===== config.mk =====
export PLATFORM = sky130hd
export DESIGN_NAME = base64_stream_encoder
export DESIGN_NICKNAME = d
export VERILOG_FILES = /design/src/hdl/b64e_pkg.sv /design/src/hdl/b64e_front.sv /design/src/hdl/b64e_fifo.sv /design/src/hdl/b64e_back.sv /design/src/hdl/base64_stream_encoder.sv
export VERILOG_INCLUDE_DIRS = /design/src /design/src/hdl
export SDC_FILE = /design/constraint.sdc
export NUM_CORES = 1
export LEC_CHECK = 0
export BUFFER_PORTS_ARGS = -buffer_cell sky130_fd_sc_hd__buf_2
export CORE_ASPECT_RATIO = 0.8
export CORE_MARGIN = 8
export CORE_UTILIZATION = 50
export DETAILED_ROUTE_END_ITERATION = 10
export PLACE_DENSITY = 0.67
export SLEW_MARGIN = 5
export SYNTH_ARGS = -nofsm -noshare
export SYNTH_HDL_FRONTEND = slang
export SYNTH_SLANG_ARGS = --single-unit

===== constraint.sdc =====
create_clock -name clk_i -period 4.24 [get_ports clk_i]
set_clock_uncertainty 0.05 [all_clocks]
set_input_delay 0.636 -clock clk_i [delete_from_list [all_inputs] [get_ports clk_i]]
set_output_delay 0.636 -clock clk_i [all_outputs]
set_load 0.005 [all_outputs]

===== src/hdl/base64_stream_encoder_defines.svh =====
// Assertion macros shared by the base64 stream encoder RTL.
// Included by the modules that carry concurrent checks; needs clk_i and rst_ni in scope.
`ifndef BASE64_STREAM_ENCODER_DEFINES_SVH
`define BASE64_STREAM_ENCODER_DEFINES_SVH

`ifndef NO_ASSERTIONS

// prop must hold at every clock edge outside reset
`define B64E_ASSERT(lbl, prop, msg) \
  lbl: assert property (@(posedge clk_i) disable iff (!rst_ni) prop) else $error(msg);

// cond must never be true outside reset
`define B64E_NEVER(lbl, cond, msg) \
  lbl: assert property (@(posedge clk_i) disable iff (!rst_ni) !(cond)) else $error(msg);

`else

`define B64E_ASSERT(lbl, prop, msg)

`define B64E_NEVER(lbl, cond, msg)

`endif

`endif


===== src/hdl/b64e_pkg.sv =====
// Types, constants and the sextet-to-ASCII mapping of the base64 stream encoder.
// No dependencies; used by every module of the block.
`default_nettype none

package b64e_pkg;

  localparam int unsigned GroupFifoDepth = 2;

  localparam logic [6:0] PadChar = 7'h3D;

  // number of message bytes in a group
  typedef enum logic [1:0] {
    LEN_ONE   = 2'd1,
    LEN_TWO   = 2'd2,
    LEN_THREE = 2'd3
  } group_len_e;

  typedef struct packed {
    logic [7:0] b0;
    logic [7:0] b1;
    logic [7:0] b2;
    group_len_e len;
    logic       last;
  } group_t;

  // standard alphabet: A-Z a-z 0-9 + /
  function automatic logic [6:0] b64_char(input logic [5:0] v);
    logic [6:0] ch;
    if (v < 6'd26) begin
      ch = 7'h41 + {1'b0, v};
    end else if (v < 6'd52) begin
      ch = 7'h47 + {1'b0, v};
    end else if (v < 6'd62) begin
      ch = {1'b0, v} - 7'd4;
    end else if (v == 6'd62) begin
      ch = 7'h2B;
    end else begin
      ch = 7'h2F;
    end
    return ch;
  endfunction

endpackage

`default_nettype wire


===== src/hdl/b64e_front.sv =====
// Front end: accepts message bytes, gathers them into groups of up to three.
// Uses b64e_pkg; pushes complete or final groups into the group queue.
`default_nettype none

`include "base64_stream_encoder_defines.svh"

module b64e_front (
  input  wire logic             clk_i,
  input  wire logic             rst_ni,
  input  wire logic             push_i,
  input  wire logic [7:0]       data_byte_i,
  input  wire logic             end_of_message_i,
  output logic                  full_o,
  input  wire logic             grp_full_i,
  output logic                  grp_push_o,
  output b64e_pkg::group_t      grp_o
);

  logic [1:0]  cnt_q, cnt_d;
  logic [15:0] pend_q;
  logic        accept;
  logic        complete;

  assign full_o   = grp_full_i;
  assign accept   = push_i && !full_o;
  assign complete = (cnt_q == 2'd2) || end_of_message_i;

  assign grp_push_o = accept && complete;

  always_comb begin
    grp_o.b0   = (cnt_q == 2'd0) ? data_byte_i : pend_q[15:8];
    grp_o.b1   = (cnt_q == 2'd1) ? data_byte_i :
                 (cnt_q == 2'd2) ? pend_q[7:0] : 8'h00;
    grp_o.b2   = (cnt_q == 2'd2) ? data_byte_i : 8'h00;
    grp_o.len  = b64e_pkg::group_len_e'(cnt_q + 2'd1);
    grp_o.last = end_of_message_i;
  end

  always_comb begin
    cnt_d = cnt_q;
    if (accept) begin
      cnt_d = complete ? 2'd0 : cnt_q + 2'd1;
    end
  end

  always_ff @(posedge clk_i or negedge rst_ni) begin
    if (!rst_ni) begin
      cnt_q <= 2'd0;
    end else begin
      cnt_q <= cnt_d;
    end
  end

  // pending bytes are only read under a nonzero count
  always_ff @(posedge clk_i) begin
    if (accept && !complete) begin
      if (cnt_q == 2'd0) begin
        pend_q[15:8] <= data_byte_i;
      end else begin
        pend_q[7:0] <= data_byte_i;
      end
    end
  end

  `B64E_NEVER(a_front_cnt_range, cnt_q == 2'd3, "pending count out of range")
  `B64E_NEVER(a_front_push_full, grp_push_o && grp_full_i, "group pushed into full queue")

endmodule

`default_nettype wire


===== src/hdl/b64e_fifo.sv =====
// Short group queue between the front end and the character back end.
// Uses b64e_pkg for the group record; depth is a power of two, at least 2.
`default_nettype none

`include "base64_stream_encoder_defines.svh"

module b64e_fifo #(
  parameter int unsigned Depth = b64e_pkg::GroupFifoDepth
) (
  input  wire logic              clk_i,
  input  wire logic              rst_ni,
  input  wire logic              push_i,
  input  wire b64e_pkg::group_t  wdata_i,
  output logic                   full_o,
  input  wire logic              pop_i,
  output logic                   empty_o,
  output b64e_pkg::group_t       rdata_o
);

  localparam int unsigned AddrW = $clog2(Depth);

  b64e_pkg::group_t mem_q [Depth];

  logic [AddrW:0] wr_ptr_q, rd_ptr_q;

  assign empty_o = (wr_ptr_q == rd_ptr_q);
  assign full_o  = (wr_ptr_q[AddrW] != rd_ptr_q[AddrW]) &&
                   (wr_ptr_q[AddrW-1:0] == rd_ptr_q[AddrW-1:0]);
  assign rdata_o = mem_q[rd_ptr_q[AddrW-1:0]];

  always_ff @(posedge clk_i or negedge rst_ni) begin
    if (!rst_ni) begin
      wr_ptr_q <= '0;
      rd_ptr_q <= '0;
    end else begin
      if (push_i && !full_o) begin
        wr_ptr_q <= wr_ptr_q + {{AddrW{1'b0}}, 1'b1};
      end
      if (pop_i && !empty_o) begin
        rd_ptr_q <= rd_ptr_q + {{AddrW{1'b0}}, 1'b1};
      end
    end
  end

  always_ff @(posedge clk_i) begin
    if (push_i && !full_o) begin
      mem_q[wr_ptr_q[AddrW-1:0]] <= wdata_i;
    end
  end

  `B64E_NEVER(a_fifo_pop_empty, pop_i && empty_o, "group queue popped while empty")

endmodule

`default_nettype wire


===== src/hdl/b64e_back.sv =====
// Back end: splits a group into four characters, one per cycle into a free output register.
// Uses b64e_pkg for the group record, alphabet mapping and pad character.
`default_nettype none

`include "base64_stream_encoder_defines.svh"

module b64e_back (
  input  wire logic             clk_i,
  input  wire logic             rst_ni,
  input  wire logic             grp_empty_i,
  input  wire b64e_pkg::group_t grp_i,
  output logic                  grp_pop_o,
  input  wire logic             pop_i,
  output logic                  empty_o,
  output logic [6:0]            out_char_o,
  output logic                  last_char_o
);

  b64e_pkg::group_t grp_q;
  logic             grp_valid_q, grp_valid_d;
  logic [1:0]       idx_q, idx_d;
  logic             out_valid_q, out_valid_d;
  logic [6:0]       out_char_q;
  logic             out_last_q;

  logic       advance;
  logic       grp_done;
  logic [5:0] sextet;
  logic       is_pad;
  logic [6:0] char_d;

  // output register is free when empty or being drained this cycle
  assign advance   = grp_valid_q && (!out_valid_q || pop_i);
  assign grp_done  = advance && (idx_q == 2'd3);
  assign grp_pop_o = !grp_empty_i && (!grp_valid_q || grp_done);

  always_comb begin
    unique case (idx_q)
      2'd0: sextet = grp_q.b0[7:2];
      2'd1: sextet = {grp_q.b0[1:0], grp_q.b1[7:4]};
      2'd2: sextet = {grp_q.b1[3:0], grp_q.b2[7:6]};
      default: sextet = grp_q.b2[5:0];
    endcase
    is_pad = ((idx_q == 2'd2) && (grp_q.len == b64e_pkg::LEN_ONE)) ||
             ((idx_q == 2'd3) && (grp_q.len != b64e_pkg::LEN_THREE));
    char_d = is_pad ? b64e_pkg::PadChar : b64e_pkg::b64_char(sextet);
  end

  always_comb begin
    grp_valid_d = grp_valid_q;
    idx_d       = idx_q;
    out_valid_d = out_valid_q && !pop_i;
    if (advance) begin
      idx_d       = idx_q + 2'd1;
      out_valid_d = 1'b1;
    end
    if (grp_pop_o) begin
      grp_valid_d = 1'b1;
    end else if (grp_done) begin
      grp_valid_d = 1'b0;
    end
  end

  always_ff @(posedge clk_i or negedge rst_ni) begin
    if (!rst_ni) begin
      grp_valid_q <= 1'b0;
      idx_q       <= 2'd0;
      out_valid_q <= 1'b0;
    end else begin
      grp_valid_q <= grp_valid_d;
      idx_q       <= idx_d;
      out_valid_q <= out_valid_d;
    end
  end

  always_ff @(posedge clk_i) begin
    if (grp_pop_o) begin
      grp_q <= grp_i;
    end
    if (advance) begin
      out_char_q <= char_d;
      out_last_q <= grp_q.last && (idx_q == 2'd3);
    end
  end

  assign empty_o     = !out_valid_q;
  assign out_char_o  = out_char_q;
  assign last_char_o = out_last_q;

  `B64E_ASSERT(a_back_idx_in_group, (idx_q != 2'd0) |-> grp_valid_q,
               "character index set with no group held")

endmodule

`default_nettype wire


===== src/hdl/base64_stream_encoder.sv =====
// Base64 (standard alphabet) stream encoder with '=' padding and end-of-message mark.
// Top level; instantiates b64e_front, b64e_fifo and b64e_back, uses b64e_pkg.
//
// Input channel: a byte and its end_of_message flag are taken on a clock edge
// with push high and full low. full is high while the group queue has no room.
// Output channel: one character per transaction; empty low means out_char_o and
// last_char_o hold the oldest character, taken on an edge with pop high.
// Every third byte, and every byte flagged end_of_message, completes a group
// that yields four characters; a short final group is padded with '='.
// last_char_o marks the fourth character of the final group.
// Path: a completed group goes into the group queue, then into the back end's group
// register; each of its characters then passes through the output register.
// Throughput: one byte per cycle on input while the queue has room; one
// character per cycle on output while the receiver pops, so the sustained
// rate is set by the character back end, at four characters per group.
// Reset clears pending bytes, the group queue and the output register.
// When the receiver stalls, the output register holds, the back end stops,
// the group queue fills and full rises; no data is lost.
`default_nettype none

module base64_stream_encoder #(
  parameter int unsigned GroupFifoDepth = b64e_pkg::GroupFifoDepth
) (
  input  wire logic       clk_i,
  input  wire logic       rst_ni,
  input  wire logic       push,
  output logic            full,
  input  wire logic [7:0] data_byte_i,
  input  wire logic       end_of_message_i,
  output logic            empty,
  input  wire logic       pop,
  output logic [6:0]      out_char_o,
  output logic            last_char_o
);

  b64e_pkg::group_t grp_wr, grp_rd;
  logic             grp_push, grp_full, grp_pop, grp_empty;

  b64e_front u_front (
    .clk_i            (clk_i),
    .rst_ni           (rst_ni),
    .push_i           (push),
    .data_byte_i      (data_byte_i),
    .end_of_message_i (end_of_message_i),
    .full_o           (full),
    .grp_full_i       (grp_full),
    .grp_push_o       (grp_push),
    .grp_o            (grp_wr)
  );

  b64e_fifo #(
    .Depth (GroupFifoDepth)
  ) u_fifo (
    .clk_i   (clk_i),
    .rst_ni  (rst_ni),
    .push_i  (grp_push),
    .wdata_i (grp_wr),
    .full_o  (grp_full),
    .pop_i   (grp_pop),
    .empty_o (grp_empty),
    .rdata_o (grp_rd)
  );

  b64e_back u_back (
    .clk_i       (clk_i),
    .rst_ni      (rst_ni),
    .grp_empty_i (grp_empty),
    .grp_i       (grp_rd),
    .grp_pop_o   (grp_pop),
    .pop_i       (pop),
    .empty_o     (empty),
    .out_char_o  (out_char_o),
    .last_char_o (last_char_o)
  );

endmodule

`default_nettype wire


==> impl_metrics.toml <==
[floorplanning]
dieArea_um2 = 13000
core-area_um2 = 9490
start_util_pct = 50.4
rows = 32
io_pins = 23
die_w_um = 125
die_y_um = 104

[clocking]
cts_root_buffer = "clkbuf_16"
insertion_delay_ps = 410
path_clk_slew_ps = 50
clk_path_buf_depth = 2
cts_made_buffers = 17
clkSinkCount = 115
postCtsHoldBufs = 0
htreeDepth = 4
cts_setup_buffers = 0
ctsResizeCount = 0
cts_tree = "built"

[synth]
synth_warnings = 0
synth_seq_cells = 115
synth_cell_types = 36
netlist_area_um2 = 4790
yosys-top-cells-count = "105 x edfxtp_1, 36 x mux2_2, 17 x inv_1, 17 x nand2_1, 14 x nor2_1"
synth_edf_count = 105
syn_area_per_cell_um2 = 15.6
synth_most_common_cell = "edfxtp_1"
syn-num-nets = 329
yosysTopAreaCellShare_pct = 65.9
synth-seq-area-share_pct = 71.1
synthTopCellsByArea = "edfxtp_1 66%, mux2_2 8.5%, dfrtp_1 5.2%"
synth_flop_cell = "edfxtp_1"
yosysTopAreaCell = "edfxtp_1"
async_flop_share_pct = 8.70
synth_cells = 306

[placed_design]
hpwl_mm = 5.41
placed_area_um2 = 5020
gp_congestion = 0.797
numPortBuffers = 22

[cells_and_area]
n_antenna_cell = 0
drive_gt1_share_pct = 27.0
area_delta_synth_final_pct = 16.0
final_cell_area_um2 = 5560
fillers = 719
finalNetCount = 362
multiInputGateArea_um2 = 1270
seqCellArea_um2 = 3400

[worst_setup_path]
worstPathArrival_ps = 3470
critPathCaptureType = "flop"
path_class = "flop to flop"
start_kind = "flop"
cp_max_fo = 12
critPathRequiredTime_ps = 4340

[sta]
final_max_slew_viol_count = 0
setup_viol = 0
finalCritPeriodShare_pct = 79.5
final_hold_viol_count = 0
rsz0062_at_grt = "no"
min_period_ps = 3370
max_clock_freq_ghz = 0.297
fin_setup_tns_ps = 0
slew_headroom_pct = 26.8
worst_pin_slew_ps = 1070
holdWs_ps = 44.8

[power]
pwr-share-seq_pct = 39.0
p_per_area_nw_per_um2 = 846
intPower_mw = 3.10
clock_power_share_pct = 26.7
vdd_drop_max_mv = 0.365
cellLeakagePower_nw = 2.03
p_comb_share_pct = 34.3
switchingPower_mw = 1.60
swShare_pct = 34.0

[run]
drv_cap = 0

[route]
drt_iter0_drc = 195
vias = 2609
ant_nets = 0
drc = 0
routed_wl_mm = 8.50
wl_per_cell_um = 18.0
viasPerCell = 5.54
drtPass1Iterations = 8

[global_routing]
grt_usage_pct = 13.9
antenna_found_initial = 0
grt_pass1_vias = 2656
grt_overflow = 0
grt_pass1_wl_mm = 13.7
grt_max_degree = 31

[status]
run_status = "finished clean"

[hold_path]
hold_class = "input pin to asynchronous set/reset pin"
-- logic make-up after synthesis --
logic type / Yosys count / synth area share [%]
flops: 115 / 71.1
simple gates: 53 / 5.25
compound gates: 48 / 6.98
mux: 43 / 9.93
buf+inv: 29 / 2.64
fa+ha+maj: 11 / 2.82
xor+xnor: 7 / 1.28
-- routing by layer --
layer	global-route usage (%)	vias to the layer above	part of all wire [%]
met5	0	-	0
met4	8.15	0	1.7
met3	4.41	18	5.2
met2	21.4	93	47
met1	16.8	1272	46
li1	-	1226	-
-- power by group through the flow --
stage	Sequential (mW)	Clock, mW	Combinational, mW
final	1.83	1.25	1.61
after global routing	1.86	1.33	1.78
after CTS	1.83	1.28	1.60
after detailed placement	1.85	0	1.59
after global placement	1.85	0	1.52
after floorplan	1.84	0	1.20
-- cell type report --
cell class,count,area share [%]
Clock inverter,15,1.94
Inverter,17,1.15
Sequential cell,115,61.3
Clock buffer,17,7.66
Multi-Input combinational cell,162,22.8
Timing Repair Buffer,26,2.52
Tap cell,119,2.68
-- sequential cells by signal (all words and copies together) (netlist names) --
name                count
u_front.cnt_q           2
u_back.grp_valid_q      1
u_fifo.mem_q           54
u_fifo.wr_ptr_q         2
u_back.out_char_o       7
u_back.out_valid_q      1
u_back.idx_q            2
u_fifo.rd_ptr_q         2
u_back.last_char_o      1
u_back.grp_q           27
u_front.pend_q         16
-- through the flow --
stage | setup WS (ps) | std cells | util (%) | power (mW)
floorplan | 1030 | 306 | - | 3.04
global placement | 1230 | 439 | 52.9 | 3.37
detailed placement | 964 | 439 | 52.9 | 3.45
CTS | 948 | 471 | 58.5 | 4.72
global route | 697 | 471 | 58.5 | 4.96
finish | 871 | 471 | 58.5 | 4.70
-- worst max-delay path, stage by stage (launching register included) --
cell	delay (ps)
dfrtp_1	410
ha_1	480
mux2i_1	870
inv_1	110
ha_1	390
o31ai_1	320
a22oi_1	160
o221a_2	330
-- cell usage in the layout (no fill, tap or decap), types with 2 or more instances in the layout --
cell / count
nor2_1: 14
buf_4: 4
mux2_2: 36
clkinv_4: 3
nand3_1: 2
o21ai_0: 12
a222oi_1: 6
a22o_1: 9
edfxtp_1: 105
xnor2_1: 2
nand2b_1: 3
clkinvlp_4: 4
a21o_1: 2
a31oi_1: 2
inv_6: 4
mux2i_1: 7
inv_1: 17
dfrtp_1: 10
xor2_1: 5
clkbuf_16: 17
nor3_1: 2
clkinv_1: 3
buf_2: 22
a21oi_1: 9
ha_1: 10
and2_1: 11
nand2_1: 17
-- path summary, 6_finish.rpt --
kind / slack, ps / cells past startpoint / end / from
setup / recovery: 870 / 7 / u_back.out_char_o[1]$_SDFFCE_PP0P_ / u_back.idx_q[0]$_DFFE_PN0P_
hold / removal: 40 / 1 / u_front.cnt_q[0]$_DFFE_PN0P_ / rst_ni
setup reg to reg: 870 / 7 / u_back.out_char_o[1]$_SDFFCE_PP0P_ / u_back.idx_q[0]$_DFFE_PN0P_
hold reg to reg: 430 / 1 / u_fifo.wr_ptr_q[1]$_DFFE_PN0P_ / u_fifo.wr_ptr_q[1]$_DFFE_PN0P_
max in group asynchronous: 3880 / 1 / u_back.grp_valid_q$_DFFE_PN0P_ / rst_ni
min in group clk_i: 390 / 1 / u_fifo.mem_q[0][0]$_DFFE_PP_ / end_of_message_i
No activity file was read; power rests on OpenSTA's default activity.
